$ cat config.mk
export PLATFORM = sky130hd
export DESIGN_NAME = sampled_toggle_switch_with_lockout
export DESIGN_NICKNAME = d
export VERILOG_FILES = /design/src/hdl/stsw_pkg.sv /design/src/hdl/sampled_toggle_switch_with_lockout.sv /design/src/hdl/stsw_core.sv
export SDC_FILE = /design/constraint.sdc
export NUM_CORES = 1
export LEC_CHECK = 0
export BUFFER_PORTS_ARGS = -buffer_cell sky130_fd_sc_hd__buf_2
export CAP_MARGIN = 20
export CORE_ASPECT_RATIO = 1.25
export CORE_MARGIN = 5
export CORE_UTILIZATION = 60
export CTS_BUF_LIST = sky130_fd_sc_hd__clkbuf_4
export CTS_CLUSTER_DIAMETER = 40
export DETAILED_ROUTE_END_ITERATION = 16
export PLACE_DENSITY = 0.85
export SYNTH_ARGS = -nofsm -noshare
export SYNTH_HDL_FRONTEND = slang
export SYNTH_SLANG_ARGS = --single-unit
$ cat constraint.sdc
create_clock -name clk -period 7.7 [get_ports clk]
set_input_delay 0.77 -clock clk [delete_from_list [all_inputs] [get_ports clk]]
set_output_delay 0.77 -clock clk [all_outputs]
set_load 0.005 [all_outputs]
$ cat src/hdl/stsw_pkg.sv
`default_nettype none

package stsw_pkg;

	localparam int CFG_INDEX_W = 3;
	localparam int CFG_DATA_W  = 16;

	typedef enum logic [1:0] {
		KIND_TICK   = 2'd0,
		KIND_EDGE   = 2'd1,
		KIND_REMOTE = 2'd2,
		KIND_UNUSED = 2'd3
	} kind_t;

	localparam logic [CFG_INDEX_W-1:0] REG_SAMPLE_PERIOD = 3'd0;
	localparam logic [CFG_INDEX_W-1:0] REG_SAMPLE_COUNT  = 3'd1;
	localparam logic [CFG_INDEX_W-1:0] REG_HOLDOFF       = 3'd2;
	localparam logic [CFG_INDEX_W-1:0] REG_PRESS_LIMIT   = 3'd3;
	localparam logic [CFG_INDEX_W-1:0] REG_WINDOW        = 3'd4;
	localparam logic [CFG_INDEX_W-1:0] REG_BLOCK         = 3'd5;

	localparam logic [7:0]  RST_SAMPLE_PERIOD = 8'd10;
	localparam logic [7:0]  RST_SAMPLE_COUNT  = 8'd20;
	localparam logic [15:0] RST_HOLDOFF       = 16'd300;
	localparam logic [7:0]  RST_PRESS_LIMIT   = 8'd12;
	localparam logic [15:0] RST_WINDOW        = 16'd10000;
	localparam logic [15:0] RST_BLOCK         = 16'd10000;

	typedef struct packed {
		logic [7:0]  sample_period_ms;
		logic [7:0]  sample_count;
		logic [15:0] holdoff_ms;
		logic [7:0]  press_limit;
		logic [15:0] window_ms;
		logic [15:0] block_ms;
	} cfg_t;

	typedef struct packed {
		logic relay_on;
		logic locked;
		logic report_request;
		logic sampling;
	} result_t;

endpackage

`default_nettype wire

$ cat src/hdl/sampled_toggle_switch_with_lockout.sv
`default_nettype none

// Channel   Handshake            Payload
// input     in_valid/in_ready    kind, switch_level, remote_value
// output    out_valid/out_ready  relay_on, locked, report_request, sampling
// config    cfg_we               cfg_index, cfg_data
//
// Each accepted word updates the state on the accepting edge, and its result
// appears in the output register on the next cycle.
// One word per cycle is sustained while out_ready is high; the single output
// register is the only buffer, so a stalled output holds off the input.
// Reset clears all state but the output data register and loads the default register values.

module sampled_toggle_switch_with_lockout #(
	parameter int TIMER_WIDTH = 16
) (
	input  wire logic                             clk,
	input  wire logic                             arst_n,
	input  wire logic                             in_valid,
	output logic                                  in_ready,
	input  wire logic [1:0]                       kind,
	input  wire logic                             switch_level,
	input  wire logic                             remote_value,
	output logic                                  out_valid,
	input  wire logic                             out_ready,
	output logic                                  relay_on,
	output logic                                  locked,
	output logic                                  report_request,
	output logic                                  sampling,
	input  wire logic                             cfg_we,
	input  wire logic [stsw_pkg::CFG_INDEX_W-1:0] cfg_index,
	input  wire logic [stsw_pkg::CFG_DATA_W-1:0]  cfg_data
);
	import stsw_pkg::*;

	cfg_t    cfg_q;
	result_t res;
	result_t res_q;
	logic    out_valid_q;
	logic    step;

	assign in_ready = !out_valid_q || out_ready;
	assign step     = in_valid && in_ready;

	always_ff @(posedge clk or negedge arst_n) begin
		if (!arst_n) begin
			cfg_q.sample_period_ms <= RST_SAMPLE_PERIOD;
			cfg_q.sample_count     <= RST_SAMPLE_COUNT;
			cfg_q.holdoff_ms       <= RST_HOLDOFF;
			cfg_q.press_limit      <= RST_PRESS_LIMIT;
			cfg_q.window_ms        <= RST_WINDOW;
			cfg_q.block_ms         <= RST_BLOCK;
		end else if (cfg_we) begin
			case (cfg_index)
				REG_SAMPLE_PERIOD: cfg_q.sample_period_ms <= cfg_data[7:0];
				REG_SAMPLE_COUNT:  cfg_q.sample_count     <= cfg_data[7:0];
				REG_HOLDOFF:       cfg_q.holdoff_ms       <= cfg_data;
				REG_PRESS_LIMIT:   cfg_q.press_limit      <= cfg_data[7:0];
				REG_WINDOW:        cfg_q.window_ms        <= cfg_data;
				REG_BLOCK:         cfg_q.block_ms         <= cfg_data;
				default: begin
				end
			endcase
		end
	end

	stsw_core #(
		.TIMER_WIDTH(TIMER_WIDTH)
	) u_core (
		.clk         (clk),
		.arst_n      (arst_n),
		.step        (step),
		.kind        (kind),
		.switch_level(switch_level),
		.remote_value(remote_value),
		.cfg         (cfg_q),
		.res         (res)
	);

	always_ff @(posedge clk or negedge arst_n) begin
		if (!arst_n) begin
			out_valid_q <= 1'b0;
		end else if (in_ready) begin
			out_valid_q <= in_valid;
		end
	end

	always_ff @(posedge clk) begin
		if (step) begin
			res_q <= res;
		end
	end

	assign out_valid      = out_valid_q;
	assign relay_on       = res_q.relay_on;
	assign locked         = res_q.locked;
	assign report_request = res_q.report_request;
	assign sampling       = res_q.sampling;

endmodule

`default_nettype wire

$ cat src/hdl/stsw_core.sv
`default_nettype none

module stsw_core #(
	parameter int TIMER_WIDTH = 16
) (
	input  wire logic             clk,
	input  wire logic             arst_n,
	input  wire logic             step,
	input  wire logic [1:0]       kind,
	input  wire logic             switch_level,
	input  wire logic             remote_value,
	input  wire stsw_pkg::cfg_t   cfg,
	output stsw_pkg::result_t     res
);
	import stsw_pkg::*;

	localparam int CW = (TIMER_WIDTH > 16) ? TIMER_WIDTH : 16;

	function automatic logic [7:0] sat8(input logic [7:0] v);
		return (v == 8'hFF) ? v : v + 8'd1;
	endfunction

	function automatic logic [TIMER_WIDTH-1:0] sat_tmr(input logic [TIMER_WIDTH-1:0] v);
		return (v == '1) ? v : v + TIMER_WIDTH'(1);
	endfunction

	logic                   burst_q, burst_n;
	logic [7:0]             period_q, period_n;
	logic [7:0]             low_hits_q, low_hits_n;
	logic [7:0]             samples_q, samples_n;
	logic [TIMER_WIDTH-1:0] since_q, since_n;
	logic                   relay_q, relay_n;
	logic                   win_open_q, win_open_n;
	logic [7:0]             toggles_q, toggles_n;
	logic [TIMER_WIDTH-1:0] win_el_q, win_el_n;
	logic                   lock_q, lock_n;
	logic [TIMER_WIDTH-1:0] lock_el_q, lock_el_n;
	logic                   rep;

	logic [7:0] period_inc;
	logic [7:0] low_inc;
	logic [7:0] samples_inc;
	logic [7:0] half;
	logic       hit;

	assign period_inc  = sat8(period_q);
	assign low_inc     = switch_level ? low_hits_q : sat8(low_hits_q);
	assign samples_inc = sat8(samples_q);
	assign half        = {1'b0, cfg.sample_count[7:1]};
	assign hit         = low_inc >= half;

	always_comb begin
		burst_n    = burst_q;
		period_n   = period_q;
		low_hits_n = low_hits_q;
		samples_n  = samples_q;
		since_n    = since_q;
		relay_n    = relay_q;
		win_open_n = win_open_q;
		toggles_n  = toggles_q;
		win_el_n   = win_el_q;
		lock_n     = lock_q;
		lock_el_n  = lock_el_q;
		rep        = 1'b0;
		unique case (kind_t'(kind))
			KIND_TICK: begin
				since_n = sat_tmr(since_q);
				if (win_open_q) begin
					win_el_n = sat_tmr(win_el_q);
				end
				if (lock_q) begin
					lock_el_n = sat_tmr(lock_el_q);
				end
				// Burst: sample once the period has run out.
				if (burst_q) begin
					if (period_inc < cfg.sample_period_ms) begin
						period_n = period_inc;
					end else begin
						period_n   = 8'd0;
						low_hits_n = low_inc;
						samples_n  = samples_inc;
						if (hit || samples_inc >= cfg.sample_count) begin
							if (hit && !lock_q) begin
								relay_n   = !relay_q;
								rep       = 1'b1;
								toggles_n = sat8(toggles_q);
							end
							burst_n    = 1'b0;
							low_hits_n = 8'd0;
							samples_n  = 8'd0;
							since_n    = '0;
						end
					end
				end
				// Lockout bookkeeping, in priority order.
				priority if (toggles_n != 8'd0 && !win_open_q) begin
					win_open_n = 1'b1;
					win_el_n   = '0;
				end else if (toggles_n >= cfg.press_limit) begin
					lock_n     = 1'b1;
					lock_el_n  = '0;
					toggles_n  = 8'd0;
					win_open_n = 1'b0;
				end else if (win_open_q && CW'(win_el_n) > CW'(cfg.window_ms)) begin
					toggles_n  = 8'd0;
					win_open_n = 1'b0;
				end else begin
				end
				if (lock_n && CW'(lock_el_n) > CW'(cfg.block_ms)) begin
					lock_n = 1'b0;
				end
			end
			KIND_EDGE: begin
				if (!burst_q && CW'(since_q) > CW'(cfg.holdoff_ms) && !lock_q) begin
					burst_n    = 1'b1;
					period_n   = 8'd0;
					low_hits_n = 8'd0;
					samples_n  = 8'd0;
				end
			end
			KIND_REMOTE: begin
				if (!lock_q) begin
					toggles_n = sat8(toggles_q);
					relay_n   = remote_value;
				end else begin
					rep = 1'b1;
				end
			end
			KIND_UNUSED: begin
			end
			default: begin
			end
		endcase
	end

	always_ff @(posedge clk or negedge arst_n) begin
		if (!arst_n) begin
			burst_q    <= 1'b0;
			period_q   <= 8'd0;
			low_hits_q <= 8'd0;
			samples_q  <= 8'd0;
			since_q    <= '0;
			relay_q    <= 1'b0;
			win_open_q <= 1'b0;
			toggles_q  <= 8'd0;
			win_el_q   <= '0;
			lock_q     <= 1'b0;
			lock_el_q  <= '0;
		end else if (step) begin
			burst_q    <= burst_n;
			period_q   <= period_n;
			low_hits_q <= low_hits_n;
			samples_q  <= samples_n;
			since_q    <= since_n;
			relay_q    <= relay_n;
			win_open_q <= win_open_n;
			toggles_q  <= toggles_n;
			win_el_q   <= win_el_n;
			lock_q     <= lock_n;
			lock_el_q  <= lock_el_n;
		end
	end

	assign res.relay_on       = relay_n;
	assign res.locked         = lock_n;
	assign res.report_request = rep;
	assign res.sampling       = burst_n;

endmodule

`default_nettype wire

==> summary.txt <==
Critical path
  – Slowest stage cell, crit path: o311ai_0
  – CP required: 8.14 ns
  – WP buf/inv: 0
  – Crit Reg-Reg Startpoint: u_core.low_hits_q[0]
  – Cells on worst reg2reg path: 28
  – Delay-heaviest family, CP: compound AO/OA/AOI/OAI gates
  – Worst-path fanout max: 14
  – Reg-to-reg endpoint: locked
  – Critical path endpoint category: flip-flop
  – Cell mode on critical path: o21ai_0
  – Worst path max stage delay: around 0.53 ns
  – Setup CP Type: flip-flop to flip-flop
  – Reg2Reg Setup Slack: just under 0.9 ns
  – Nature of the critical path startpoint: flip-flop
  – CP arrival: 7.25 ns

Synthesis
  – Post-synth net total: 1,276
  – Area leader, netlist: dfrtp_1
  – Syn Std Cell Area: 10,500 µm²
  – Post-synth EDFFs: 4
  – Syn Area/Cell: 9.02 µm²
  – Post-Synthesis Cells: 1,163
  – Most common cell in the synthesized netlist: nand2_1
  – Fraction of registers with async set/reset: 97.5%
  – Synth top area share: 32.7%
  – Synth top area cells: dfrtp_1, ha_1, nand2_1, dfstp_2, o21ai_0
  – Seq/Total Area, Yosys: 38.8%
  – Commonest cells post-synth: nand2_1, dfrtp_1, o21ai_0
  – FF+latch count, synth: 161
  – Synth Warn #: 0
  – Most common flop cell mapped by yosys: dfrtp_1
  – Synth cell types: 83

Place
  – Pre-CTS setup slack: about 0.69 ns
  – Placed cell area: 10,700 µm²
  – Port bufs: 33
  – RePlAce Congestion: 0.910
  – DP HPWL: 17,700 µm

GRT
  – Gr ovfl total: 0
  – Largest net degree at the start of global routing: 83
  – Number of global-route vias before repair: 8,319
  – First-pass GRT wire length: 40,400 µm
  – Initial antenna violation count: 1
  – GRT Total Usage: 24.8%

STA
  – Final hold viol count: 0
  – RSZ-0062 raised after global routing: false
  – F_max: 147 MHz
  – Post-layout worst setup margin: 0.886 ns
  – Worst slew margin relative to its limit: around a third
  – Slew @ Worst Pin: roughly 1.0 ns
  – Setup TNS: 0 ns
  – Final setup violating endpoints: 0
  – Final period util: 88.5%
  – Clk_skew: roughly 0.029 ns
  – Final Slew Violations: 0
  – Fin crit period: 6.81 ns

Drt
  – Vias post-DR: approximately 8.7k
  – Drt wl/cell: 17.1 µm
  – Routed Antenna Nets: 0
  – DRC viols: 0
  – Number of iterations in the first detailed-routing pass: 6
  – Vias per cell: 6.17
  – DR iter-0 viols: 718
  – Post-Route WL: ~24,000 µm

Floorplan
  – I/O pin count: 34
  – Width of the die: 128 µm
  – # rows: 54
  – Starting Density: a little over 60%
  – Die Area: between 20,000 and 25,000 µm²
  – Die height: 158 µm
  – Core Region: 17,300 µm²

Clocking
  – Num CTS Buffers: 17
  – Later-pin clock latency in the skew report: 0.59 ns
  – Hold buffers post-CTS: 0
  – Htree depth: 4
  – Worst-path clk slew: 0.15 ns
  – Root Buffer: clkbuf_4
  – Clock Sinks: 161
  – CTS tree: done
  – Longest Clk Path Bufs: 2

Cells and area
  – Multi-input gate area: 5840 µm²
  – Area Growth Syn to Fin: 5.83%
  – Design area: between 10,000 and 15,000 µm²
  – Fillcell total: between 1k and 1.5k
  – Sequential Area: 4070 µm²
  – Share of cells above drive strength 1: 13.4%
  – Fin nets: 1,287

Power and ir drop
  – VDD IR max: about 0.00011 V
  – LEAKAGE: 0.00509 µW
  – PwrDens: 220 nW/µm²
  – Overall Power: between 2000 and 2500 µW

Job
  – MaxCap Viol Count: 0

Worst hold path
  – Worst min path class: primary input to asynchronous set/reset pin

Outcome
  – Status: finished clean
[through the flow]
| step | instances | utilization, % | hold slack, ns |
|---|---|---|---|
| 5_1_grt | 1412 | 64.2 | 0.226 |
| 3_5_place_dp | 1378 | 62.1 | 0.491 |
| 2_1_floorplan | 1163 | - | 0.472 |
| 4_1_cts | 1410 | 64.0 | 0.195 |
| 3_3_place_gp | 1378 | 62.1 | 0.488 |
| 6_report | 1412 | 64.2 | 0.178 |
[registers in the layout, indices dropped and copies added, names as in the netlist]
register / cells
u_core.toggles_q: 8
sampling: 1
u_core.win_open_q: 1
u_core.since_q: 16
locked: 1
u_core.period_q: 8
cfg_q: 72
u_core.win_el_q: 16
u_core.samples_q: 8
u_core.lock_q: 1
out_valid: 1
u_core.lock_el_q: 16
report_request: 1
relay_on: 1
u_core.burst_q: 1
u_core.relay_q: 1
u_core.low_hits_q: 8
[final cells by class]
class	count	share of cell area (%)
diodes	1	0.0225
clock buffers	19	1.28
clock inverters	13	1.65
inverters	90	3.04
multi-input cells	864	52.6
flip-flops and latches	161	36.7
well taps	224	2.52
repair buffers	40	2.20
[timing repair]
item	4_1_cts	5_1_grt
buffers inserted	0	0
endpoints found under the setup margin	0	1
resized for setup	0	1
[report_power, final]
part           total, µW  internal [µW]  switching, µW
Clock                577            265            312
Combinational        734            305            428
Sequential          1130           1000            135
Total               2440           1570            875
[worst max-delay path by stage]
| stage | start | to | slack (ns) | depth (start not counted) |
|---|---|---|---|---|
| floorplan | u_core.low_hits_q[0] | locked | 1.73 | 30 |
| global placement | switch_level | locked | 1.01 | 28 |
| detailed placement | switch_level | locked | 0.69 | 29 |
| CTS | u_core.low_hits_q[0] | locked | 0.70 | 31 |
| global route | u_core.low_hits_q[0] | locked | 0.22 | 31 |
| finish | u_core.low_hits_q[0] | locked | 0.89 | 28 |
[kinds of logic after synthesis]
kind of cell               Yosys count  share of synthesized area, %
AOI/OAI and AO/OA                  272                          17.3
xor gates and xnor gates            44                          3.67
adders and majority gates           85                          10.1
buffers and inverters              138                          5.69
DFF                                161                          38.8
muxes                               42                          4.43
and+or+nand+nor                    421                          19.9
[per-layer routing]
metal / wire [µm] / part of all wire [%] / global-route usage [%]
met1: 10100 / 42 / 31.1
met2: 12000 / 50 / 42.2
met3: 1200 / 5.0 / 4.29
met4: 845 / 3.5 / 10.5
met5: 0 / 0 / 0
[placed cells by master (no fill, tap or decap), types with 8 or more instances in the layout]
cell type,netlist,routed
xnor2_1,25,25
nand3_1,42,42
dfstp_2,20,20
and3_1,17,17
nor2_1,79,78
o31ai_1,18,18
a21o_1,11,11
nor3_1,14,13
buf_2,10,32
o21a_1,10,10
and2_1,8,8
xor2_1,19,19
a21oi_1,47,47
and4_1,8,8
a22o_1,11,11
nand2_1,155,155
a31oi_1,14,14
mux2_2,35,35
nor2b_1,9,9
dfrtp_1,137,137
ha_1,85,85
inv_1,90,90
nand2b_1,19,19
o21ai_0,95,95
clkbuf_4,0,19
nand4_1,33,33
(Power assumes the default switching activity.)
